## src/hdl/sls_pkg.sv

```systemverilog
`timescale 1ns / 1ps
// ----------------------------------------------------------------------------
// Sync LED sequencer package
// Widths, register indexes, operation codes and reset values used by the
// sequencer.
// ----------------------------------------------------------------------------
package sls_pkg;

    localparam int TIME_W   = 32;
    localparam int PERIOD_W = 26;
    localparam int BLINKS_W = 8;
    localparam int COUNT_W  = 10;
    localparam int CFG_IDX_W  = 2;
    localparam int CFG_DATA_W = PERIOD_W;

    typedef logic [TIME_W-1:0]   time_us_t;
    typedef logic [PERIOD_W-1:0] period_t;
    typedef logic [BLINKS_W-1:0] blinks_t;
    typedef logic [COUNT_W-1:0]  count_t;

    localparam logic OP_TICK    = 1'b0;
    localparam logic OP_TRIGGER = 1'b1;

    localparam logic [CFG_IDX_W-1:0] REG_START_STOP_HALF_PERIOD = 2'd0;
    localparam logic [CFG_IDX_W-1:0] REG_BLINK_HALF_PERIOD      = 2'd1;
    localparam logic [CFG_IDX_W-1:0] REG_START_STOP_BLINKS      = 2'd2;
    localparam logic [CFG_IDX_W-1:0] REG_ON_LEVEL               = 2'd3;

    localparam period_t RST_START_STOP_HALF_PERIOD = period_t'(50000);
    localparam period_t RST_BLINK_HALF_PERIOD      = period_t'(500000);
    localparam blinks_t RST_START_STOP_BLINKS      = blinks_t'(3);
    localparam logic    RST_ON_LEVEL               = 1'b1;

endpackage

```

## src/hdl/sls_if.sv

```systemverilog
`timescale 1ns / 1ps
// ----------------------------------------------------------------------------
// Sync LED sequencer channels
// Valid/ready channels for input items and for result items.
// ----------------------------------------------------------------------------
interface sls_item_if;
    logic valid;
    logic ready;
    logic opcode;
    logic [31:0] now_us;
    logic default_pin_level;

    modport source (output valid, output opcode, output now_us,
                    output default_pin_level, input ready);
    modport sink   (input valid, input opcode, input now_us,
                    input default_pin_level, output ready);
endinterface

interface sls_result_if;
    logic valid;
    logic ready;
    logic led_on;
    logic led_level;
    logic is_blinking;

    modport source (output valid, output led_on, output led_level,
                    output is_blinking, input ready);
    modport sink   (input valid, input led_on, input led_level,
                    input is_blinking, output ready);
endinterface

```

## src/hdl/sync_led_sequencer.sv

```systemverilog
`timescale 1ns / 1ps
// ----------------------------------------------------------------------------
// Sync LED sequencer
// Drives a synchronization LED from a stream of tick and trigger items.
// ----------------------------------------------------------------------------
// Usage:
// Each beat on the item channel is either a tick, carrying the current
// microsecond timestamp and the sampled default-level pin, or a trigger,
// which toggles the start-stop and blink modes and clears the change count.
// Every item yields exactly one beat on the result channel, carrying the
// LED on flag, the driven LED level and the blinking status.
// The state update is registered: an item's result is valid after the edge
// that accepts it. A new item can be accepted in every cycle while the result
// channel is ready, so throughput is one item per cycle, set by the single
// result register that follows the elapsed-time compare. When the receiver
// stalls, the result register holds its beat and the item channel takes one
// more item only once that beat leaves. Reset clears the result register and
// restores all configuration registers and LED state to their reset values; no
// clearing pass is needed. Configuration is written through cfg_we, cfg_index
// and cfg_data, by the user only while idle; the block does not enforce it.
// ----------------------------------------------------------------------------
module sync_led_sequencer
    import sls_pkg::*;
(
    input  logic                  clk,
    input  logic                  rst_n,
    input  logic                  cfg_we,
    input  logic [CFG_IDX_W-1:0]  cfg_index,
    input  logic [CFG_DATA_W-1:0] cfg_data,
    sls_item_if.sink              item,
    sls_result_if.source          result
);

    period_t  ss_period_reg;
    period_t  blink_period_reg;
    blinks_t  ss_blinks_reg;
    logic     on_level_reg;

    time_us_t last_change_reg,  last_change_next;
    period_t  cur_period_reg,   cur_period_next;
    logic     led_state_reg,    led_state_next;
    logic     led_on_flag_reg,  led_on_flag_next;
    logic     idle_level_reg,   idle_level_next;
    count_t   change_count_reg, change_count_next;
    logic     seq_active_reg,   seq_active_next;
    logic     blink_active_reg, blink_active_next;
    logic     blinking_reg,     blinking_next;

    logic     out_valid_reg;
    logic     accept;
    time_us_t elapsed;
    count_t   target;
    logic     led_work;

    assign item.ready = !out_valid_reg || result.ready;
    assign accept     = item.valid && item.ready;

    assign result.valid       = out_valid_reg;
    assign result.led_on      = led_on_flag_reg;
    assign result.led_level   = led_state_reg;
    assign result.is_blinking = blinking_reg;

    always_ff @(posedge clk or negedge rst_n)
    begin
        if (!rst_n)
        begin
            ss_period_reg    <= RST_START_STOP_HALF_PERIOD;
            blink_period_reg <= RST_BLINK_HALF_PERIOD;
            ss_blinks_reg    <= RST_START_STOP_BLINKS;
            on_level_reg     <= RST_ON_LEVEL;
        end
        else if (cfg_we)
        begin
            case (cfg_index)
                REG_START_STOP_HALF_PERIOD: ss_period_reg    <= cfg_data;
                REG_BLINK_HALF_PERIOD:      blink_period_reg <= cfg_data;
                REG_START_STOP_BLINKS:      ss_blinks_reg    <= cfg_data[BLINKS_W-1:0];
                REG_ON_LEVEL:               on_level_reg     <= cfg_data[0];
                default:                    ;
            endcase
        end
    end

    assign elapsed = item.now_us - last_change_reg;
    assign target  = {1'b0, ss_blinks_reg, 1'b0}
                   + count_t'(idle_level_reg == on_level_reg);

    always_comb
    begin
        last_change_next  = last_change_reg;
        cur_period_next   = cur_period_reg;
        led_state_next    = led_state_reg;
        led_on_flag_next  = led_on_flag_reg;
        idle_level_next   = idle_level_reg;
        change_count_next = change_count_reg;
        seq_active_next   = seq_active_reg;
        blink_active_next = blink_active_reg;
        blinking_next     = blinking_reg;
        led_work          = led_state_reg;

        if (item.opcode == OP_TRIGGER)
        begin
            seq_active_next   = !seq_active_reg;
            blink_active_next = !blink_active_reg;
            change_count_next = '0;
        end
        else if (elapsed >= {{(TIME_W-PERIOD_W){1'b0}}, cur_period_reg})
        begin
            last_change_next = item.now_us;
            if (seq_active_reg)
            begin
                if (cur_period_reg == blink_period_reg)
                begin
                    cur_period_next = ss_period_reg;
                    led_work        = on_level_reg;
                end
                led_work          = !led_work;
                change_count_next = change_count_reg + count_t'(1);
                if (change_count_next == target)
                begin
                    seq_active_next = 1'b0;
                end
                blinking_next = 1'b1;
            end
            else if (blink_active_reg)
            begin
                if (cur_period_reg == ss_period_reg)
                begin
                    cur_period_next = blink_period_reg;
                end
                led_work = !led_work;
            end
            else
            begin
                blinking_next = 1'b0;
                led_work      = idle_level_reg;
            end
            led_state_next   = led_work;
            led_on_flag_next = (led_work == on_level_reg);
            idle_level_next  = item.default_pin_level;
        end
    end

    always_ff @(posedge clk or negedge rst_n)
    begin
        if (!rst_n)
        begin
            last_change_reg  <= '0;
            cur_period_reg   <= RST_BLINK_HALF_PERIOD;
            led_state_reg    <= RST_ON_LEVEL;
            led_on_flag_reg  <= 1'b1;
            idle_level_reg   <= RST_ON_LEVEL;
            change_count_reg <= '0;
            seq_active_reg   <= 1'b0;
            blink_active_reg <= 1'b0;
            blinking_reg     <= 1'b0;
            out_valid_reg    <= 1'b0;
        end
        else
        begin
            if (accept)
            begin
                last_change_reg  <= last_change_next;
                cur_period_reg   <= cur_period_next;
                led_state_reg    <= led_state_next;
                led_on_flag_reg  <= led_on_flag_next;
                idle_level_reg   <= idle_level_next;
                change_count_reg <= change_count_next;
                seq_active_reg   <= seq_active_next;
                blink_active_reg <= blink_active_next;
                blinking_reg     <= blinking_next;
                out_valid_reg    <= 1'b1;
            end
            else if (result.ready)
            begin
                out_valid_reg <= 1'b0;
            end
        end
    end

`ifndef SYNTH
    a_result_follows_item: assert property (@(posedge clk) disable iff (!rst_n)
        accept |=> out_valid_reg)
        else $error("accepted item produced no result beat");

    a_trigger_flips_modes: assert property (@(posedge clk) disable iff (!rst_n)
        accept && item.opcode == OP_TRIGGER |=>
            seq_active_reg != $past(seq_active_reg)
            && blink_active_reg != $past(blink_active_reg)
            && change_count_reg == '0)
        else $error("trigger did not flip modes and clear the count");

    a_state_holds_without_item: assert property (@(posedge clk) disable iff (!rst_n)
        !accept |=> $stable(led_state_reg) && $stable(last_change_reg)
            && $stable(change_count_reg))
        else $error("LED state changed without an accepted item");

    a_sequence_step_blinks: assert property (@(posedge clk) disable iff (!rst_n)
        accept && item.opcode == OP_TICK && seq_active_reg
            && last_change_next == item.now_us
            && elapsed >= {{(TIME_W-PERIOD_W){1'b0}}, cur_period_reg}
            |=> blinking_reg)
        else $error("start-stop step did not set the blinking status");
`endif

endmodule
```

## src/flat_wrapper.sv

```systemverilog
// flat-port wrapper written by rule: the top's interface ports become plain ports
module sync_led_sequencer_flat import sls_pkg::*;
  (clk, rst_n, cfg_we, cfg_index, cfg_data, item_valid, item_opcode, item_now_us, item_default_pin_level, item_ready, result_valid, result_led_on, result_led_level, result_is_blinking, result_ready);
  sls_item_if item_i ();
  sls_result_if result_i ();
  input  logic clk;
  input  logic rst_n;
  input  logic cfg_we;
  input  logic [CFG_IDX_W-1:0] cfg_index;
  input  logic [CFG_DATA_W-1:0] cfg_data;
  input wire logic [$bits(item_i.valid)-1:0] item_valid;
  input wire logic [$bits(item_i.opcode)-1:0] item_opcode;
  input wire logic [$bits(item_i.now_us)-1:0] item_now_us;
  input wire logic [$bits(item_i.default_pin_level)-1:0] item_default_pin_level;
  output wire logic [$bits(item_i.ready)-1:0] item_ready;
  output wire logic [$bits(result_i.valid)-1:0] result_valid;
  output wire logic [$bits(result_i.led_on)-1:0] result_led_on;
  output wire logic [$bits(result_i.led_level)-1:0] result_led_level;
  output wire logic [$bits(result_i.is_blinking)-1:0] result_is_blinking;
  input wire logic [$bits(result_i.ready)-1:0] result_ready;
  assign item_i.valid = item_valid;
  assign item_i.opcode = item_opcode;
  assign item_i.now_us = item_now_us;
  assign item_i.default_pin_level = item_default_pin_level;
  assign item_ready = item_i.ready;
  assign result_valid = result_i.valid;
  assign result_led_on = result_i.led_on;
  assign result_led_level = result_i.led_level;
  assign result_is_blinking = result_i.is_blinking;
  assign result_i.ready = result_ready;
  sync_led_sequencer u_core (.clk(clk), .rst_n(rst_n), .cfg_we(cfg_we), .cfg_index(cfg_index), .cfg_data(cfg_data), .item(item_i), .result(result_i));
endmodule
```

## config.mk

```make
export PLATFORM = sky130hd
export DESIGN_NAME = sync_led_sequencer_flat
export DESIGN_NICKNAME = d
export VERILOG_FILES = /design/src/hdl/sls_pkg.sv /design/src/hdl/sls_if.sv /design/src/hdl/sync_led_sequencer.sv /design/src/flat_wrapper.sv
export SDC_FILE = /design/constraint.sdc
export NUM_CORES = 1
export LEC_CHECK = 0
export BUFFER_PORTS_ARGS = -buffer_cell sky130_fd_sc_hd__buf_2
export CAP_MARGIN = 20
export CORE_ASPECT_RATIO = 1.2
export CORE_MARGIN = 2
export CORE_UTILIZATION = 58
export CTS_CLUSTER_DIAMETER = 60
export DETAILED_ROUTE_END_ITERATION = 10
export PLACE_DENSITY = 0.8
export SLEW_MARGIN = 20
export SYNTH_ARGS = -nofsm -noshare
export SYNTH_HDL_FRONTEND = slang
export SYNTH_SLANG_ARGS = --single-unit
```

## constraint.sdc

```tcl
create_clock -name clk -period 13.5 [get_ports clk]
set_input_delay 2.7 -clock clk [delete_from_list [all_inputs] [get_ports clk]]
set_output_delay 2.7 -clock clk [all_outputs]
set_load 0.03 [all_outputs]
```

# Yosys cells after proc, flatten, opt, wreduce, memory -nomap -nowiden
# Cells that the tools add are included.
[word_totals]
regBits = 136
input_bits = 67
output_inout_bits = 5
[classes]
n_addsub = 3
magnitude_cmp = 1
eq_ne = 10
mux = 23
bitwise = 1
reduce_logical = 23
[ops]
columns = ["op", "count"]
rows = [
  ["2-to-1 mux 26 bit", 4],
  ["equality test 26 bit", 2],
  [">= comparator 32 x 26 -> 1 bit", 1],
  ["subtractor 32 bit", 1],
  ["2-to-1 mux 10 bit", 3],
  ["2-to-1 mux 1 bit", 16],
  ["AND reduction 2 bit", 6],
  ["adder 10 x 1 -> 10 bit (second input constant)", 1],
  ["adder 9 x 1 -> 10 bit", 1],
  ["equality test 10 bit", 1],
  ["nonzero test 2 bit", 5],
  ["AND reduction 3 bit", 2],
  ["AND reduction 6 bit", 1],
  ["zero test 1 bit", 5],
  ["equality test 2 bit (second input constant)", 2],
  ["AND reduction 4 bit", 1],
  ["equality test 1 bit", 2],
  ["equality test 2 x 1 -> 1 bit (second input constant)", 1],
  ["zero test 2 bit", 1],
  ["!= test 2 x 1 -> 1 bit (second input constant)", 1],
  ["!= test 2 bit (second input constant)", 1],
  ["logical AND 1 bit", 1],
  ["logical OR 1 bit", 1],
  ["NOT 1 bit", 1],
]

# Depth between registers and ports, before layout
# Gate-level depths: netlist (run 1).
[logic_depth]
ltp_word = 10
mapped_depth = 25
depth_no_buf = 23

# Worst setup path before layout (run 1)
# No wires, ideal clock.
[synth_path]
path_kind = "input -> register"
startpoint = "input item_now_us[4]"
endpoint = "register u_core.cur_period_reg[0]"
setup_ns = 0.128
arrival_time_ns = 6.753
path_slack_ns = 6.619
stages = 22
path_buffers = 1
cell_sequence = "ha_1 a21o_1 a31oi_1 a21oi_1 nor3_1 o21ai_0 a31oi_1 o21bai_1 a21oi_1 xnor2_1 ha_1 a21o_1 a21o_1 a21oi_1 nor3_1 a211o_1 a2111oi_0 o2111a_1 a211o_2 or2_1 buf_4 mux2_1"
[synth_between]
elab_chain_len = 3
[synth_rtl]
columns = ["item", "line", "text"]
rows = [
  ["from (decl)", "flat_wrapper.sv:13", "input wire logic [$bits(item_i.now_us)-1:0] item_now_us;"],
  ["subtractor 32 bit", "sync_led_sequencer.sv:84", "assign elapsed = item.now_us - last_change_reg;"],
  [">= comparator 32 x 26 -> 1 bit", "sync_led_sequencer.sv:107", "else if (elapsed >= {{(TIME_W-PERIOD_W){1'b0}}, cur_period_reg})"],
  ["AND reduction 6 bit (no source line)", "n/a", ""],
  ["to (signal assigned)", "sync_led_sequencer.sv:164", "cur_period_reg <= cur_period_next;"],
  ["to (decl)", "sync_led_sequencer.sv:40", "period_t cur_period_reg, cur_period_next;"],
]
# No other way between the ends.
# A chain may end at the register's enable or synchronous reset.

# Worst setup path in the final report (run 1)
# Ends and elaborated chain as after synthesis.

==> results of run 1 <==
==> through the flow <==
stage               power [mW]  util [%]  instances  area, sq um
floorplan                0.931         -        846         8840
global placement          1.04      62.6       1097         9360
detailed placement        1.06      62.6       1097         9360
CTS                       1.60      67.0       1129        10000
global route              1.68      67.0       1129        10000
finish                    1.59      67.0       1129        10000
==> synth_stat cells, types with 15 or more instances <==
master	number	area share (%)
mux2i_1	52	5.9
ha_1	58	8.2
nor2_1	24	1.0
inv_1	65	2.8
clkbuf_1	16	0.68
nand4_1	20	1.4
o21ai_0	29	1.6
dfstp_2	26	7.7
a21oi_1	46	2.6
dfrtp_1	110	31
nand3_1	15	0.85
nand2_1	42	1.8
mux2_2	95	12
xnor2_1	51	5.1
xor2_1	49	4.9
==> power groups by stage <==
stage	Sequential (mW)	Combinational (mW)	Clock (mW)
2_1_floorplan	0.541	0.390	0
6_report	0.544	0.516	0.530
3_3_place_gp	0.546	0.498	0
3_5_place_dp	0.549	0.510	0
5_1_grt	0.553	0.576	0.556
4_1_cts	0.544	0.517	0.537
==> metal layers <==
metal | wire, um | global-route usage [%] | vias to the layer above
met5 | 0 | 0 | -
met4 | 837 | 12.4 | 0
met3 | 672 | 5.49 | 58
met2 | 10000 | 44.5 | 162
met1 | 8180 | 31.4 | 3248
li1 | - | - | 3160
==> cell families (layout without fill, tap and decap cells) <==
group	Yosys count	count (layout)	synth area share [%]
AOI/OAI and AO/OA	151	151	11.2
xor gates and xnor gates	100	100	9.91
adders and majority gates	59	59	8.43
buffers and inverters	94	173	4.33
DFF	136	136	38.9
muxes	148	148	18.1
and+or+nand+nor	158	158	9.14
==> final cells by class <==
class / count / area, sq um
clock buffer: 20 / 447
clock inverter: 12 / 221
fill: 1179 / 4930
inverter: 65 / 244
multi-input combinational: 616 / 5030
sequential: 136 / 3440
tap: 204 / 255
timing repair buffer: 76 / 399
==> how the worst max path moves through the flow <==
stage,to,slack (ps),cells after the start
after floorplan,u_core.cur_period_reg[0],6620,22
after global placement,u_core.cur_period_reg[0],4790,23
after detailed placement,u_core.cur_period_reg[0],4520,23
after CTS,u_core.cur_period_reg[0],4960,23
after global routing,u_core.cur_period_reg[0],4420,23
final,u_core.cur_period_reg[0],4900,23
==> worst register-to-register path, cell delays in order (launching register included) <==
cell	delay (ps)
dfrtp_1	330
inv_1	40
ha_1	330
a21o_1	190
a31oi_1	180
a21oi_1	170
nor3_1	210
o21ai_0	170
a31oi_1	380
o21bai_1	100
a21oi_1	180
xnor2_1	150
ha_1	270
a21o_1	160
a21o_1	160
a21oi_1	150
nor3_1	60
a211o_1	260
a2111oi_0	320
o2111a_1	410
a211o_2	790
or2_1	720
buf_4	390
mux2_1	350
==> metrics.txt, run 1 <==
outcome=finished clean; Worst Setup Slack, final=4900 ps; post-place setup slack=4520 ps; CP Data Required Time=13820 ps; Syn Nets=972; critical path's slowest cell=a211o_2; Post-CTS Hold Fix Bufs=0; WL final=19700 um; drt wl/cell=17.5 um; initial antenna violation count=0; Lkg Pwr=4.87 nW; worst reg2reg path endpoint=u_core.cur_period_reg[0]; Max Clock Skew=6.35 ps; final period utilization=63.7%; Worst slew margin=29.4%; FF-to-FF path depth=23; Vias/cell=5.87; cts repair resizes=0; Worst-Skew Late Latency=430 ps; crit start category=input pin; all-layer global routing usage=26.2%; setup_tns=0 ps; vias in the first global route=6775; synth unique cells=62; most frequent cells in the layout=dfrtp_1 (110), mux2_2 (95), buf_2 (70); DIE HEIGHT=139 um; min Tclk post-route=8600 ps; CP Capture Type=register; maximum VDD drop=0.0995 mV; commonest non-fill, non-tap cell in the layout=dfrtp_1; Layout area overhead=13.4%; layout cells sized above 1=25.4%; sequential share of the synthesized area=38.9%; cell family with most CP delay=compound AO/OA/AOI/OAI gates; Largest register FFs=32; WHS=484 ps; chip width=117 um; largest net degree at the start of global routing=78; Final Max Slew Viols=0; top_reg_cell synth=dfrtp_1; Critical Path Source=item_now_us[4]; area of the core=0.0150 sq mm; CTS Sinks=136; Max Clock Freq=116 MHz; buffers and inverters on the worst path=2; drt first pass iters=7; reg-to-reg setup timing slack=6910 ps; postcts setup bufs=0; Ys Warns=0; final setup fails=0; Syn Area/Cell=10.5 sq um; max-cap violations=0; row count=49; CTS clock-pin slew for the worst setup and hold paths=60 ps; Cells after Synth=846; Cells on Worst Hold Path=2; Final Wtd Congestion=0.975; max incr delay on CP=790 ps; sw frac=32.7%; clk buf depth=2; grt total ovfl=0; n_diodes=0; clock share of power=33.3%; crit path max fanout=41; async set-reset flop share out of synthesis=100%; Worst EP arrival=8920 ps; Mapped Area=0.00884 sq mm; unrepaired setup endpoints after global routing=false; CTS H-tree lvls=4; drc violations=0; Post-synth EDFFs=0; Final Hold Vio Count=0; Hold Path End=u_core.result.led_on; initial core utilization=59.1%; Synth Register Bits=136; crit-path cells=buf_2 > ha_1 > a21o_1 > a31oi_1 > a21oi_1 > nor3_1 > o21ai_0 > a31oi_1 > o21bai_1 > a21oi_1 > xnor2_1 > ha_1 > a21o_1 > a21o_1 > a21oi_1 > nor3_1 > a211o_1 > a2111oi_0 > o2111a_1 > a211o_2 > or2_1 > buf_4 > mux2_1; drt initial violations=366; die area=0.0163 sq mm; I/O pins=72; Final #Nets=1038; first-pass GRT wire length=33000 um; kind of critical path=in2reg; RR Startpoint=u_core.last_change_reg[4]; Gate power share=32.5%; Cell Pwr Density=159 mW/mm^2; hold path startpoint=u_core.result.led_on; Root Driver=clkbuf_16; Via Count=6628; Final ANT Viol Nets=0; HPWL after DPL=14400 um; Num CTS Buffers=17; CTS tree=yes; Sequential Power Share=34.2%; Port Buffers=71; Worst Hold Class=reg2reg; P_int=1.07 mW; worst-margin pin slew=1060 ps; Psw=521 uW
No activity file was read; power rests on OpenSTA's default activity.
==> run 2, diff against run 1 <==
- CORE_UTILIZATION: 58 -> 55
- PLACE_DENSITY: 0.8 -> 0.79
- clock period: 13.5 -> 7.9 ns (I/O delays scaled with it)
==> metrics.txt, run 2 (synthesis gave the netlist of run 1 again) <==
DIE HEIGHT=143 um; Largest register FFs=32; Final Hold Vio Count=0; CTS Sinks=136; fillers=1265; CP Capture Type=register; Layout area overhead=12.9%; CTS clock-pin slew for the worst setup and hold paths=60 ps; n_diodes=0; Worst-Skew Late Latency=430 ps; grt total ovfl=0; most frequent cells in the layout=dfrtp_1 (110), mux2_2 (95), buf_2 (70); drc violations=0; Max Clock Skew=9.85 ps; drt wl/cell=17.3 um; Vias/cell=5.73; Routed met2 length=10100 um; chip width=120 um; clk buf depth=2; Max Clock Freq=155 MHz; Worst Hold Class=reg2reg; Worst EP arrival=6810 ps; Root Driver=clkbuf_16; cts repair resizes=0; Via Count=6498; Final ANT Viol Nets=0; Final #Nets=1039; I/O pins=72; layout cells sized above 1=25.5%; final setup fails=0; max-cap violations=0; outcome=finished clean; kind of critical path=in2reg; setup_tns=0 ps; worst-margin pin slew=1030 ps; Cell Pwr Density=264 mW/mm^2; min Tclk post-route=6470 ps; first-pass GRT wire length=32800 um; largest net degree at the start of global routing=73; drt first pass iters=5; DR top layer=met4; crit path max fanout=20; area of the core=0.0156 sq mm; Lkg Pwr=4.83 nW; WL final=19600 um; WHS=477 ps; vias in the first global route=6650; maximum VDD drop=0.184 mV; unrepaired setup endpoints after global routing=false; Post-CTS Hold Fix Bufs=0; wl on met1=8280 um; HPWL after DPL=14500 um; postcts setup bufs=0; commonest non-fill, non-tap cell in the layout=dfrtp_1; Num CTS Buffers=17; all-layer global routing usage=24.3%; CTS H-tree lvls=4; initial core utilization=56.5%; CP Data Required Time=8240 ps; Worst slew margin=31.1%; Final Wtd Congestion=0.920; die area=0.0171 sq mm; Total Power=2.63 mW; row count=50; drt initial violations=305; Final Max Slew Viols=0; crit start category=input pin; Port Buffers=71; final period utilization=81.9%; initial antenna violation count=0; CTS tree=yes; met3 wire length=734 um
-- run 2: cell types whose count changed in the layout (fill, tap and decap cells not counted), sizes merged --
cell	before	now
clkinvlp	0	4
bufinv	6	3
clkinv	5	3
buf	76	77
clkbuf	20	21
-- run 2: through the flow --
stage	setup slack, ps	std cells	util (%)	instance area, sq um
2_1_floorplan	2140	846	-	8840
3_3_place_gp	1320	1102	59.9	9370
3_5_place_dp	1100	1102	59.9	9370
4_1_cts	1530	1134	63.8	9980
5_1_grt	925	1134	63.8	9980
6_report	1430	1134	63.8	9980
-- run 2: path summary, 6_finish.rpt --
path                                      startpoint                       end  slack (ps)  cells after the start
max                                   item_now_us[4]  u_core.cur_period_reg[4]        1430                     23
min reg2reg                     u_core.result.led_on      u_core.result.led_on         480                      2
min                             u_core.result.led_on      u_core.result.led_on         480                      2
min in group asynchronous                      rst_n  u_core.ss_period_reg[13]        1170                      1
max in group asynchronous                      rst_n   u_core.blink_active_reg        5440                      2
max reg2reg                u_core.last_change_reg[4]  u_core.cur_period_reg[4]        2340                     23
-- run 2: power breakdown --
group	internal (mW)	leakage, nW	switching, mW
clock network	0.513	0.286	0.306
logic	0.397	3.01	0.484
registers	0.830	1.53	0.101
-- run 2: metal layers --
metal | up-vias | track usage [%]
li1 | 3161 | -
met1 | 3175 | 29.6
met4 | 0 | 9.35
met5 | - | 0
met2 | 131 | 43.0
met3 | 31 | 4.47
-- run 2: worst max-delay path: stages --
cell and delay (ps):
buf_2 110, ha_1 360, a21o_1 200, a31oi_1 210, a21oi_1 160, nor3_1 200
o21ai_0 160, a31oi_1 370, o21bai_1 100, a21oi_1 180, xnor2_1 140, ha_1 260
a21o_1 170, a21o_1 170, a21oi_1 180, nor3_1 60, a211o_1 260, a2111oi_0 380
o2111a_1 410, a211o_2 190, or2_1 320, buf_4 410, mux2i_1 240
-- run 2: area by class of cell --
class	instances	area (sq um)	area share (%)
inverters	65	244	2.44
clock buffers	21	460	4.61
well taps	208	260	2.61
flip-flops and latches	136	3440	34.4
multi-input cells	616	5030	50.4
clock inverters	11	148	1.48
repair buffers	77	407	4.07
